[src/hw/rtl/drrb_pkg.sv]
// ----------------------------------------------------------------------------
// drrb_pkg
// shared constants, codes and control types of the delimited record ring buffer
// ----------------------------------------------------------------------------
package drrb_pkg;

    localparam int DEPTH     = 64;
    localparam int ADDR_W    = $clog2(DEPTH);
    localparam int CNT_W     = $clog2(DEPTH + 1);
    localparam int BYTE_W    = 8;
    localparam int RESV_W    = 7;
    localparam int LEN_W     = 6;
    localparam int STAT_W    = 3;
    localparam int RCNT_W    = 7;
    localparam int CFG_IDX_W = 1;
    localparam int CMP_W     = 8;

    localparam logic [BYTE_W-1:0] TERM_RESET    = 8'd13;
    localparam logic [RESV_W-1:0] RESERVE_RESET = 7'd32;

    typedef enum logic [1:0] {
        CMD_PUSH   = 2'd0,
        CMD_REC    = 2'd1,
        CMD_BYTES  = 2'd2,
        CMD_UNUSED = 2'd3
    } t_cmd;

    typedef enum logic [STAT_W-1:0] {
        ST_DATA      = 3'd0,
        ST_PUSH_OK   = 3'd1,
        ST_DROP_RES  = 3'd2,
        ST_EMPTY     = 3'd3,
        ST_NO_REC    = 3'd4,
        ST_DROP_FULL = 3'd5
    } t_status;

    typedef enum logic [CFG_IDX_W-1:0] {
        REG_TERM    = 1'b0,
        REG_RESERVE = 1'b1
    } t_cfg_idx;

    // controller to datapath
    typedef struct packed {
        logic    do_push;
        logic    load_status;
        t_status status_code;
        logic    start_scan;
        logic    scan_step;
        logic    rd_scan;
        logic    rd_emit;
        logic    commit_rec;
        logic    term_only;
        logic    start_bytes;
        logic    emit_byte;
    } t_ctl;

    // datapath to controller
    typedef struct packed {
        logic held_zero;
        logic out_free;
        logic scan_match;
        logic scan_end;
        logic cnt_zero;
        logic rem_last;
        logic rcount_zero;
    } t_sts;

    function automatic logic [ADDR_W-1:0] ptr_next(input logic [ADDR_W-1:0] p);
        return (p == ADDR_W'(DEPTH - 1)) ? '0 : p + 1'b1;
    endfunction

endpackage

[src/hw/rtl/delimited_record_ring_buffer.sv]
// ----------------------------------------------------------------------------
// delimited_record_ring_buffer
// byte ring fed by a scanner, read as terminated records or as raw bytes
// ----------------------------------------------------------------------------
// input channel i_valid/o_ready carries one command per transaction:
//   push byte, read one record, or read up to i_read_count bytes
// output channel o_valid/i_ready carries one result per transaction,
//   o_last marks the final result of a command
// pushes may follow each other every cycle while the result register is free
// a record read scans byte by byte up to the terminator (one ring read and one
//   compare each), then returns each byte (one ring read and one result load)
// a bytes read returns each byte with one ring read and one result load
// the ring has a single read port with registered data
// a new command is taken only while idle with the result register empty or read
// a stalled receiver holds the result; emission and input wait, no data is lost
// configuration port writes terminator byte (index 0) and write reserve
//   (index 1); the user must write only while idle; the block does not check
// synchronous active-low reset empties the ring and restores the defaults
//   (terminator 13, reserve 32); no clearing pass is needed
// ----------------------------------------------------------------------------
module delimited_record_ring_buffer import drrb_pkg::*; (
    input  logic                 i_clk,
    input  logic                 i_rst_n,
    input  logic                 i_cfg_we,
    input  logic [CFG_IDX_W-1:0] i_cfg_idx,
    input  logic [BYTE_W-1:0]    i_cfg_data,
    input  logic                 i_valid,
    output logic                 o_ready,
    input  logic [1:0]           i_cmd,
    input  logic [BYTE_W-1:0]    i_data_byte,
    input  logic                 i_burst_start,
    input  logic [RCNT_W-1:0]    i_read_count,
    output logic                 o_valid,
    input  logic                 i_ready,
    output logic [BYTE_W-1:0]    o_out_byte,
    output logic [STAT_W-1:0]    o_status,
    output logic                 o_last,
    output logic [LEN_W-1:0]     o_record_length,
    output logic [CNT_W-1:0]     o_fill_level
);

    t_ctl ctl;
    t_sts sts;

    drrb_ctrl u_ctrl (
        .i_clk   (i_clk),
        .i_rst_n (i_rst_n),
        .i_valid (i_valid),
        .i_cmd   (t_cmd'(i_cmd)),
        .i_sts   (sts),
        .o_ready (o_ready),
        .o_ctl   (ctl)
    );

    drrb_dpath u_dpath (
        .i_clk           (i_clk),
        .i_rst_n         (i_rst_n),
        .i_ctl           (ctl),
        .o_sts           (sts),
        .i_cfg_we        (i_cfg_we),
        .i_cfg_idx       (t_cfg_idx'(i_cfg_idx)),
        .i_cfg_data      (i_cfg_data),
        .i_data_byte     (i_data_byte),
        .i_burst_start   (i_burst_start),
        .i_read_count    (i_read_count),
        .i_out_ready     (i_ready),
        .o_out_valid     (o_valid),
        .o_out_byte      (o_out_byte),
        .o_status        (o_status),
        .o_last          (o_last),
        .o_record_length (o_record_length),
        .o_fill_level    (o_fill_level)
    );

endmodule

[src/hw/rtl/drrb_ctrl.sv]
// ----------------------------------------------------------------------------
// drrb_ctrl
// command sequencer: accepts transactions, runs the record scan and byte emission
// ----------------------------------------------------------------------------
module drrb_ctrl import drrb_pkg::*; (
    input  logic i_clk,
    input  logic i_rst_n,
    input  logic i_valid,
    input  t_cmd i_cmd,
    input  t_sts i_sts,
    output logic o_ready,
    output t_ctl o_ctl
);

    typedef enum logic [4:0] {
        S_IDLE     = 5'b00001,
        S_SCAN_RD  = 5'b00010,
        S_SCAN_CMP = 5'b00100,
        S_EMIT_RD  = 5'b01000,
        S_EMIT_OUT = 5'b10000
    } t_state;

    t_state r_state;
    t_state n_state;
    logic   accept;

    assign o_ready = (r_state == S_IDLE) && i_sts.out_free;
    assign accept  = i_valid && o_ready;

    always_comb begin
        n_state = r_state;
        o_ctl   = '0;
        o_ctl.status_code = ST_DATA;
        unique case (r_state)
            S_IDLE: begin
                if (accept) begin
                    unique case (i_cmd)
                        CMD_PUSH: begin
                            o_ctl.do_push = 1'b1;
                        end
                        CMD_REC: begin
                            if (i_sts.held_zero) begin
                                o_ctl.load_status = 1'b1;
                                o_ctl.status_code = ST_EMPTY;
                            end else begin
                                o_ctl.start_scan = 1'b1;
                                n_state = S_SCAN_RD;
                            end
                        end
                        CMD_BYTES: begin
                            if (!i_sts.rcount_zero) begin
                                if (i_sts.held_zero) begin
                                    o_ctl.load_status = 1'b1;
                                    o_ctl.status_code = ST_EMPTY;
                                end else begin
                                    o_ctl.start_bytes = 1'b1;
                                    n_state = S_EMIT_RD;
                                end
                            end
                        end
                        default: begin
                        end
                    endcase
                end
            end
            S_SCAN_RD: begin
                o_ctl.rd_scan = 1'b1;
                n_state = S_SCAN_CMP;
            end
            S_SCAN_CMP: begin
                if (i_sts.scan_match) begin
                    if (i_sts.cnt_zero) begin
                        if (i_sts.out_free) begin
                            o_ctl.term_only = 1'b1;
                            n_state = S_IDLE;
                        end
                    end else begin
                        o_ctl.commit_rec = 1'b1;
                        n_state = S_EMIT_RD;
                    end
                end else if (i_sts.scan_end) begin
                    if (i_sts.out_free) begin
                        o_ctl.load_status = 1'b1;
                        o_ctl.status_code = ST_NO_REC;
                        n_state = S_IDLE;
                    end
                end else begin
                    o_ctl.scan_step = 1'b1;
                    n_state = S_SCAN_RD;
                end
            end
            S_EMIT_RD: begin
                o_ctl.rd_emit = 1'b1;
                n_state = S_EMIT_OUT;
            end
            S_EMIT_OUT: begin
                if (i_sts.out_free) begin
                    o_ctl.emit_byte = 1'b1;
                    n_state = i_sts.rem_last ? S_IDLE : S_EMIT_RD;
                end
            end
            default: begin
                n_state = S_IDLE;
            end
        endcase
    end

    always_ff @(posedge i_clk) begin
        if (!i_rst_n) begin
            r_state <= S_IDLE;
        end else begin
            r_state <= n_state;
        end
    end

endmodule

[src/hw/rtl/drrb_dpath.sv]
// ----------------------------------------------------------------------------
// drrb_dpath
// byte ring, pointers, fill count, configuration and result register
// ----------------------------------------------------------------------------
module drrb_dpath import drrb_pkg::*; (
    input  logic                 i_clk,
    input  logic                 i_rst_n,
    input  t_ctl                 i_ctl,
    output t_sts                 o_sts,
    input  logic                 i_cfg_we,
    input  t_cfg_idx             i_cfg_idx,
    input  logic [BYTE_W-1:0]    i_cfg_data,
    input  logic [BYTE_W-1:0]    i_data_byte,
    input  logic                 i_burst_start,
    input  logic [RCNT_W-1:0]    i_read_count,
    input  logic                 i_out_ready,
    output logic                 o_out_valid,
    output logic [BYTE_W-1:0]    o_out_byte,
    output logic [STAT_W-1:0]    o_status,
    output logic                 o_last,
    output logic [LEN_W-1:0]     o_record_length,
    output logic [CNT_W-1:0]     o_fill_level
);

    logic [BYTE_W-1:0] r_mem [DEPTH];
    logic [BYTE_W-1:0] r_rd_data;

    logic [BYTE_W-1:0] r_term;
    logic [RESV_W-1:0] r_reserve;
    logic [ADDR_W-1:0] r_rp, n_rp;
    logic [ADDR_W-1:0] r_wp;
    logic [CNT_W-1:0]  r_held, n_held;
    logic              r_drop, n_drop;
    logic [ADDR_W-1:0] r_scan_ptr;
    logic [ADDR_W-1:0] r_scan_cnt;
    logic [CNT_W-1:0]  r_rem;
    logic              r_skip;
    logic [LEN_W-1:0]  r_rlen;

    logic              r_o_valid;
    logic [BYTE_W-1:0] r_o_byte;
    t_status           r_o_status;
    logic              r_o_last;
    logic [LEN_W-1:0]  r_o_rlen;
    logic [CNT_W-1:0]  r_o_fill;

    logic [CNT_W-1:0]  free_space;
    logic              push_write;
    t_status           push_status;
    logic [CNT_W-1:0]  bytes_n;
    logic              out_load;
    logic [BYTE_W-1:0] n_o_byte;
    t_status           n_o_status;
    logic [LEN_W-1:0]  n_o_rlen;

    assign free_space = CNT_W'(DEPTH) - r_held;
    assign bytes_n    = (CMP_W'(i_read_count) < CMP_W'(r_held))
                        ? CNT_W'(i_read_count) : r_held;

    always_comb begin
        n_drop      = r_drop;
        push_write  = 1'b0;
        push_status = ST_PUSH_OK;
        if (i_burst_start) begin
            n_drop = CMP_W'(free_space) < CMP_W'(r_reserve);
        end
        if (n_drop) begin
            push_status = ST_DROP_RES;
        end else if (r_held == CNT_W'(DEPTH)) begin
            push_status = ST_DROP_FULL;
        end else begin
            push_write = 1'b1;
        end
    end

    always_comb begin
        n_held = r_held;
        n_rp   = r_rp;
        if (i_ctl.do_push && push_write) begin
            n_held = r_held + 1'b1;
        end
        if (i_ctl.commit_rec || i_ctl.term_only) begin
            n_held = r_held - CNT_W'(r_scan_cnt) - 1'b1;
        end
        if (i_ctl.start_bytes) begin
            n_held = r_held - bytes_n;
        end
        if (i_ctl.term_only) begin
            n_rp = ptr_next(r_rp);
        end
        if (i_ctl.emit_byte) begin
            n_rp = (o_sts.rem_last && r_skip) ? ptr_next(ptr_next(r_rp)) : ptr_next(r_rp);
        end
    end

    assign out_load = i_ctl.do_push || i_ctl.load_status || i_ctl.term_only
                      || i_ctl.emit_byte;

    always_comb begin
        n_o_byte   = '0;
        n_o_rlen   = '0;
        n_o_status = ST_DATA;
        priority if (i_ctl.do_push) begin
            n_o_status = push_status;
        end else if (i_ctl.load_status) begin
            n_o_status = i_ctl.status_code;
        end else if (i_ctl.emit_byte) begin
            n_o_byte = r_rd_data;
            n_o_rlen = r_rlen;
        end else begin
        end
    end

    always_comb begin
        o_sts.held_zero   = (r_held == '0);
        o_sts.out_free    = !r_o_valid || i_out_ready;
        o_sts.scan_match  = (r_rd_data == r_term);
        o_sts.scan_end    = (CNT_W'(r_scan_cnt) + 1'b1 == r_held);
        o_sts.cnt_zero    = (r_scan_cnt == '0);
        o_sts.rem_last    = (r_rem == CNT_W'(1));
        o_sts.rcount_zero = (i_read_count == '0);
    end

    // ring storage
    always_ff @(posedge i_clk) begin
        if (i_ctl.do_push && push_write) begin
            r_mem[r_wp] <= i_data_byte;
        end
        if (i_ctl.rd_scan || i_ctl.rd_emit) begin
            r_rd_data <= r_mem[i_ctl.rd_scan ? r_scan_ptr : r_rp];
        end
    end

    always_ff @(posedge i_clk) begin
        if (!i_rst_n) begin
            r_term    <= TERM_RESET;
            r_reserve <= RESERVE_RESET;
            r_rp      <= '0;
            r_wp      <= '0;
            r_held    <= '0;
            r_drop    <= 1'b0;
            r_o_valid <= 1'b0;
        end else begin
            if (i_cfg_we) begin
                unique case (i_cfg_idx)
                    REG_TERM:    r_term    <= i_cfg_data;
                    REG_RESERVE: r_reserve <= RESV_W'(i_cfg_data);
                    default: begin
                    end
                endcase
            end
            r_rp   <= n_rp;
            r_held <= n_held;
            if (i_ctl.do_push) begin
                r_drop <= n_drop;
                if (push_write) begin
                    r_wp <= ptr_next(r_wp);
                end
            end
            if (out_load) begin
                r_o_valid <= 1'b1;
            end else if (i_out_ready) begin
                r_o_valid <= 1'b0;
            end
        end
    end

    always_ff @(posedge i_clk) begin
        if (i_ctl.start_scan) begin
            r_scan_ptr <= r_rp;
            r_scan_cnt <= '0;
        end else if (i_ctl.scan_step) begin
            r_scan_ptr <= ptr_next(r_scan_ptr);
            r_scan_cnt <= r_scan_cnt + 1'b1;
        end
        if (i_ctl.commit_rec) begin
            r_rem  <= CNT_W'(r_scan_cnt);
            r_skip <= 1'b1;
            r_rlen <= LEN_W'(r_scan_cnt);
        end else if (i_ctl.start_bytes) begin
            r_rem  <= bytes_n;
            r_skip <= 1'b0;
            r_rlen <= '0;
        end else if (i_ctl.emit_byte) begin
            r_rem  <= r_rem - 1'b1;
        end
        if (out_load) begin
            r_o_byte   <= n_o_byte;
            r_o_status <= n_o_status;
            r_o_last   <= !i_ctl.emit_byte || o_sts.rem_last;
            r_o_rlen   <= n_o_rlen;
            r_o_fill   <= n_held;
        end
    end

    assign o_out_valid     = r_o_valid;
    assign o_out_byte      = r_o_byte;
    assign o_status        = r_o_status;
    assign o_last          = r_o_last;
    assign o_record_length = r_o_rlen;
    assign o_fill_level    = r_o_fill;

endmodule
[config.mk]
export PLATFORM = sky130hd
export DESIGN_NAME = delimited_record_ring_buffer
export DESIGN_NICKNAME = d
export VERILOG_FILES = /design/src/hw/rtl/drrb_pkg.sv /design/src/hw/rtl/delimited_record_ring_buffer.sv /design/src/hw/rtl/drrb_ctrl.sv /design/src/hw/rtl/drrb_dpath.sv
export SDC_FILE = /design/constraint.sdc
export NUM_CORES = 1
export LEC_CHECK = 0
export BUFFER_PORTS_ARGS = -buffer_cell sky130_fd_sc_hd__clkbuf_2
export CORE_MARGIN = 2
export CORE_UTILIZATION = 40
export CTS_CLUSTER_SIZE = 14
export DETAILED_ROUTE_END_ITERATION = 10
export GPL_TIMING_DRIVEN = 0
export HOLD_SLACK_MARGIN = 0.15
export PLACE_DENSITY = 0.55
export SLEW_MARGIN = 30
export SYNTH_ARGS = -nofsm -noshare
export SYNTH_HDL_FRONTEND = slang
export SYNTH_SLANG_ARGS = --single-unit
export TNS_END_PERCENT = 100
[constraint.sdc]
create_clock -name i_clk -period 5.9 [get_ports i_clk]
set_input_delay 0.885 -clock i_clk [delete_from_list [all_inputs] [get_ports i_clk]]
set_output_delay 0.885 -clock i_clk [all_outputs]
set_load 0.005 [all_outputs]
; Yosys cells after proc, flatten, opt, wreduce, memory -nomap -nowiden
; Memory sizes are Yosys's and may differ from the RTL's. A register that Yosys moved wholly into a read port is not among the register bits.
; Index checks and enable logic that the tools add are counted.
; Widths: inputs -> output; s select.
[word_totals]
register_bits = 92
latchBits = 0
ramBits = 512
mem_bits_ro = 0
out_inout_bits = 27
mem_count = 1
[memory_table]
columns = name, words, word_bits, rd, rd_clocked_by_memory_dff, wr, line_no
row1 = u_dpath.r_mem, 64, 8, 1, 1, 1, drrb_dpath.sv:25  ; logic [BYTE_W-1:0] r_mem [DEPTH];
[op_classes]
add_sub_neg = 12
multipliers = 0
div_mod_pow = 0
order_cmp = 2
n_eq_ne = 21
shift = 0
mux = 70
bitwise_logic = 2
n_reduce_logical = 28
[ops]
columns = operator, n
row1 = $mux 6, 14
row2 = $mux 5, 9
row3 = $mux 7, 6
row4 = $add 6x1->6 const B, 5
row5 = $mux 1, 25
row6 = $pmux 5 s5, 1
row7 = $eq 6x6->1 const B, 4
row8 = $mux 4, 6
row9 = $pmux 4 s2, 2
row10 = $logic_not 7->1, 2
row11 = $lt 7x7->1, 2
row12 = $sub 7x1->7 const B, 2
row13 = $mux 3, 4
row14 = $ne 3x3->1 const B, 4
row15 = $pmux 5 s2, 1
row16 = $reduce_bool 2->1, 5
row17 = $eq 8x8->1, 1
row18 = $add 6x1->7 const B, 1
row19 = $add 7x1->7 const B, 1
row20 = $eq 7x1->1 const B, 1
row21 = $eq 7x7->1, 1
row22 = $eq 7x7->1 const B, 1
row23 = $logic_or 1x1->1, 7
row24 = $sub 7x6->7, 1
row25 = 20 further kinds, 29

; Depth between registers and ports, before layout
[depth]
depth_word = 10
mapped_depth = 18
depth_no_buf = 17

; Hierarchy
; Synthesis repeated with hierarchy kept, for this count alone.
[unflattened]
hier_cells = 1645
hier_area_um2 = 26223.9
[modules_own_cells]
columns = mod, instances, cells_each, area_per_inst_um2, seq_area_each_um2
row1 = drrb_dpath, 1, 1584, 25728.4, 17787.1
row2 = drrb_ctrl, 1, 61, 495.5, 100.1

; Least setup slack after synthesis
; No wires, ideal clock.
[synth_path]
path_type = input to register
start = in i_read_count[1]
end = reg u_dpath.r_held[6]
setup_ps = 86
arrival_time_ps = 3936
path_slack_ps = 1878
stages = 15
n_path_buf = 0
path_cell_list = ha_1 > a21o_1 > a21o_1 > a21oi_1 > o21ai_1 > mux2_2 > ha_1 > fa_1 > nor2b_1 > o21ai_0 > nand2b_1 > a21o_1 > a21oi_1 > o311a_1 > a211oi_1
[synth_via]
elab_chain_len = 6
word_cells_on_any_way = 9
[synth_lines]
columns = element, line_no
row1 = "start, declared", delimited_record_ring_buffer.sv:32  ; input logic [RCNT_W-1:0] i_read_count,
row2 = "parallel branches: the longest is 5 deep, another holds $lt 7x7->1", -
row3 = $mux 7 *, drrb_dpath.sv:85  ; if (i_ctl.start_bytes) begin
row4 = "end signal, assigned", drrb_dpath.sv:153  ; r_held <= n_held;
row5 = "end, declared", drrb_dpath.sv:32  ; logic [CNT_W-1:0] r_held, n_held;
; Every way passes the cells marked *.
; A chain may end at the register's enable or synchronous reset.

; Worst setup path in the final report
[layout_path]
start = reg u_dpath.r_held[1]
end = mem u_dpath.r_mem[6][5] (enable)
[layout_via]
elab_chain_len = 7
word_cells_on_any_way = 9
[layout_lines]
columns = element, line_no
row1 = $sub 7x7->7, drrb_dpath.sv:56  ; assign free_space = CNT_W'(DEPTH) - r_held;
row2 = $lt 7x7->1, drrb_dpath.sv:65  ; n_drop = CMP_W'(free_space) < CMP_W'(r_reserve);
row3 = $mux 1, drrb_dpath.sv:64  ; if (i_burst_start) begin
row4 = $mux 1 *, drrb_dpath.sv:67  ; if (n_drop) begin
row5 = $logic_and 1x1->1 *, drrb_dpath.sv:126  ; if (i_ctl.do_push && push_write) begin
row6 = $mux 1 *, drrb_dpath.sv:126
row7 = $mux 1 (implied by the code) *, drrb_dpath.sv:127  ; r_mem[r_wp] <= i_data_byte;
row8 = "end, declared", drrb_dpath.sv:25
; Mark *: on every way between the ends. The rest lies on a longest branch, timed or not.

==> results.cfg <==
[outcome]
status = completed

[floorplanning]
die_h_um = 261
start_util = 0.404
rows = 94
core_area_um2 = 65600
dieArea_um2 = 68300
die_w_um = 261
ios = 59

[placement]
placed_cells = 3090
portBuffers = 55
dp_hpwl_um = 54600
gp_congestion = 0.926

[logic_synthesis]
synth.distinct_cells = 75
syn_inst = 2158
synth_nets = 2229
synth_top_area_frac = 0.638
ys_async_sr_fraction = 0
netlist_top_cells_area = edfxtp_1 64%, nand2_1 6.6%, dfxtp_1 3.7%
syn-mean-instance-area_um2 = 12.3
synth_area_um2 = 26500
seq_area_frac_synth = 0.675
synth-seq-cells = 612
synth-edff-count = 563
synthFlopType = edfxtp_1
synth.yosys.warnings = 0
yosysTopAreaCell = edfxtp_1

[sta]
whs_ps = 452
skew_ps = 26.4
max-slew-margin-rel = 0.272
finalCritPeriodShare = 0.889
clock.fmax_mhz = 191
worst_slew_pin_slew_ps = 1090
fin_setup_tns_ps = 0
rsz0062_at_grt = no
setup_violations = 0
finalHoldViolCount = 0
period_minus_slack_ps = 5250
drv_slew = 0

[cts]
clock-root-buffer = clkbuf_16
tritoncts = yes
cts_resized = 0
cts_buffers = 69
h-tree-depth = 3
worstSkewPairLatency_ps = 620
cts_max_path_buffers = 3
cts_hold_buf = 0
postCtsSetupBuffers = 0
clk_pin_slew_ps = 60
cts_sinks = 612

[drt]
wl_per_cell_um = 24.1
drtIter0Drc = 2175
via_per_inst = 5.61
routed_wl_um = 77600
drc = 0
ant_nets = 0
vias = 18000
dr.pass1.iters = 6

[min_path]
hp-class = register to register

[setup_path]
worstSetupPathType = register to register
crit_end = u_dpath.r_mem[6][5]
start_kind = register
cp.arrival_ps = 5470
critPathMaxFanout = 10
cp.required_ps = 6130
r2r_start = u_dpath.r_held[1]
cp_cell_sequence = clkbuf_1 -> inv_1 -> ha_1 -> nand3_1 -> xnor2_1 -> ha_1 -> nand2_1 -> o31a_1 -> nor2_4 -> buf_4 -> nand4b_1 -> nor2_1
crit_path_frequent_cell = ha_1
cp_slowest_stage_delay_ps = 950
cpMaxStageDelayCell = nor2_1
endpoint_kind = register
rr_endpoint = u_dpath.r_mem[6][5]
reg2reg_depth = 12
rrSetupSlack_ps = 650
startpoint = u_dpath.r_held[1]

[global_routing]
grt_max_degree = 65
antenna_found_initial = 2
grt_use_total = 0.228
grt_overflow_total = 0
grt_pass1_vias = 17500
grt_pass1_wl_um = 114000

[flow_run]
maxCapViolCount = 0

[pwr]
ir_worst_vdd_mv = 0.191
powerDensity_nw_per_um2 = 340
p_total_uw = 10300
p_leak_uw = 0.0103

[finish]
layout.nets = 2368
finalNonFillerCells = 3215
fillers = 5899
areaGrowthSynthToFinish_pct = 14.4
drive_gt1_frac = 0.104
fin_util = 0.462
## synthesized netlist by cell type (all sizes together) (3+ instances only)
cell type    n
o221ai       8
or4          3
o31ai        5
mux2i       81
nor4         6
nor4b        5
buf         49
mux2         3
a21o        11
ha          37
a211oi       5
clkbuf      76
a221oi      16
nor2b        8
and2        20
o22ai        3
a21boi       3
nor3        17
nand3      167
nand3b      12
nor2       115
a32oi       10
xnor2       48
nor3b        4
o21ai       40
and3        10
dfxtp       49
edfxtp     563
nand4       72
nand2      469
a31oi       45
inv         39
a21oi       93
xor2        11
or3         17
nand2b      11
## critical path, delay by kind of cell (launching register included)
kind,cells,cell delay (ps)
AOI/OAI and AO/OA,1,430
xor gates and xnor gates,1,90
adders and majority gates,2,630
buffers and inverters,3,970
DFF,1,470
and+or+nand+nor,5,2230
## metal layers
metal	routed length [um]	GRT usage
met4	2870	0.0866
met2	35800	0.362
met5	12	0
met3	5680	0.0385
met1	33300	0.315
## layout make-up
class / count / area, um^2 / share of cell area
inverters: 39 / 146 / 0.00483
well taps: 864 / 1080 / 0.0357
multi-input cells: 1382 / 7890 / 0.260
repair buffers: 68 / 479 / 0.0158
clock inverters: 39 / 372 / 0.0123
clock buffers: 85 / 1840 / 0.0607
plain buffers: 125 / 601 / 0.0198
diodes: 1 / 2.50 / 0.0000826
flip-flops and latches: 612 / 17900 / 0.590
## metrics by stage
step	setup slack [ps]	instance area, um^2
6_report	653	30300
5_1_grt	560	30300
4_1_cts	791	30300
3_5_place_dp	841	28100
3_3_place_gp	692	27800
2_1_floorplan	1880	26500
## how the worst min path moves through the flow
| stage | start | end | slack (ps) | cells after the start |
|---|---|---|---|---|
| 6_report | u_dpath.r_skip | u_dpath.r_skip | 450 | 2 |
| 5_1_grt | u_dpath.r_reserve[2] | u_dpath.r_reserve[2] | 480 | 2 |
| 4_1_cts | u_dpath.r_skip | u_dpath.r_skip | 450 | 2 |
| 3_5_place_dp | u_dpath.r_skip | u_dpath.r_skip | 440 | 2 |
| 3_3_place_gp | u_dpath.r_skip | u_dpath.r_skip | 430 | 2 |
| 2_1_floorplan | u_dpath.r_skip | u_dpath.r_skip | 420 | 2 |
## registers in the layout, indices dropped and copies added (netlist names), 3 cells and up
| register | count |
|---|---|
| u_dpath.r_scan_ptr | 6 |
| u_dpath.r_mem | 512 |
| u_dpath.r_rlen | 6 |
| u_dpath.o_out_byte | 8 |
| u_dpath.r_reserve | 7 |
| u_dpath.r_wp | 6 |
| u_dpath.r_rd_data | 8 |
| u_dpath.r_held | 7 |
| u_dpath.r_rem | 7 |
| u_dpath.o_status | 3 |
| u_dpath.r_scan_cnt | 6 |
| u_ctrl.r_state | 5 |
| u_dpath.r_term | 8 |
| u_dpath.o_record_length | 6 |
| u_dpath.o_fill_level | 7 |
| u_dpath.r_rp | 6 |
## where the power goes
part	switching [uW]	internal, uW	total [uW]
Sequential	58.2	4850	4900
Clock	1730	2520	4250
Combinational	746	397	1140
## cells by family (layout without fill, tap and decap cells)
family,after synthesis,count (layout),synth area share
buf+inv,164,356,0.0282
other cells,0,1,0
xor+xnor,59,59,0.0195
simple gates,944,944,0.164
compound gates,256,256,0.0616
fa+ha+maj,39,39,0.0190
flops,612,612,0.675
mux,84,84,0.0319
## placed cells by master (no fill, tap or decap), types with 12 or more instances in the layout
master / Yosys / final
nor2_1: 113 / 109
nand2_1: 467 / 467
clkbuf_2: 0 / 47
dfxtp_1: 49 / 49
a221oi_1: 15 / 15
mux2i_1: 81 / 80
xnor2_1: 48 / 48
nand4_1: 71 / 71
and2_1: 20 / 20
buf_2: 27 / 29
edfxtp_1: 563 / 563
clkinv_1: 0 / 16
a31oi_1: 45 / 43
inv_1: 37 / 37
a21oi_1: 92 / 92
o21ai_0: 27 / 27
nor3_1: 17 / 17
nand3_1: 167 / 167
clkbuf_16: 0 / 71
ha_1: 37 / 37
clkbuf_1: 76 / 89
nand3b_1: 12 / 12
or3_1: 16 / 16
No activity file was read; power rests on OpenSTA's default activity.
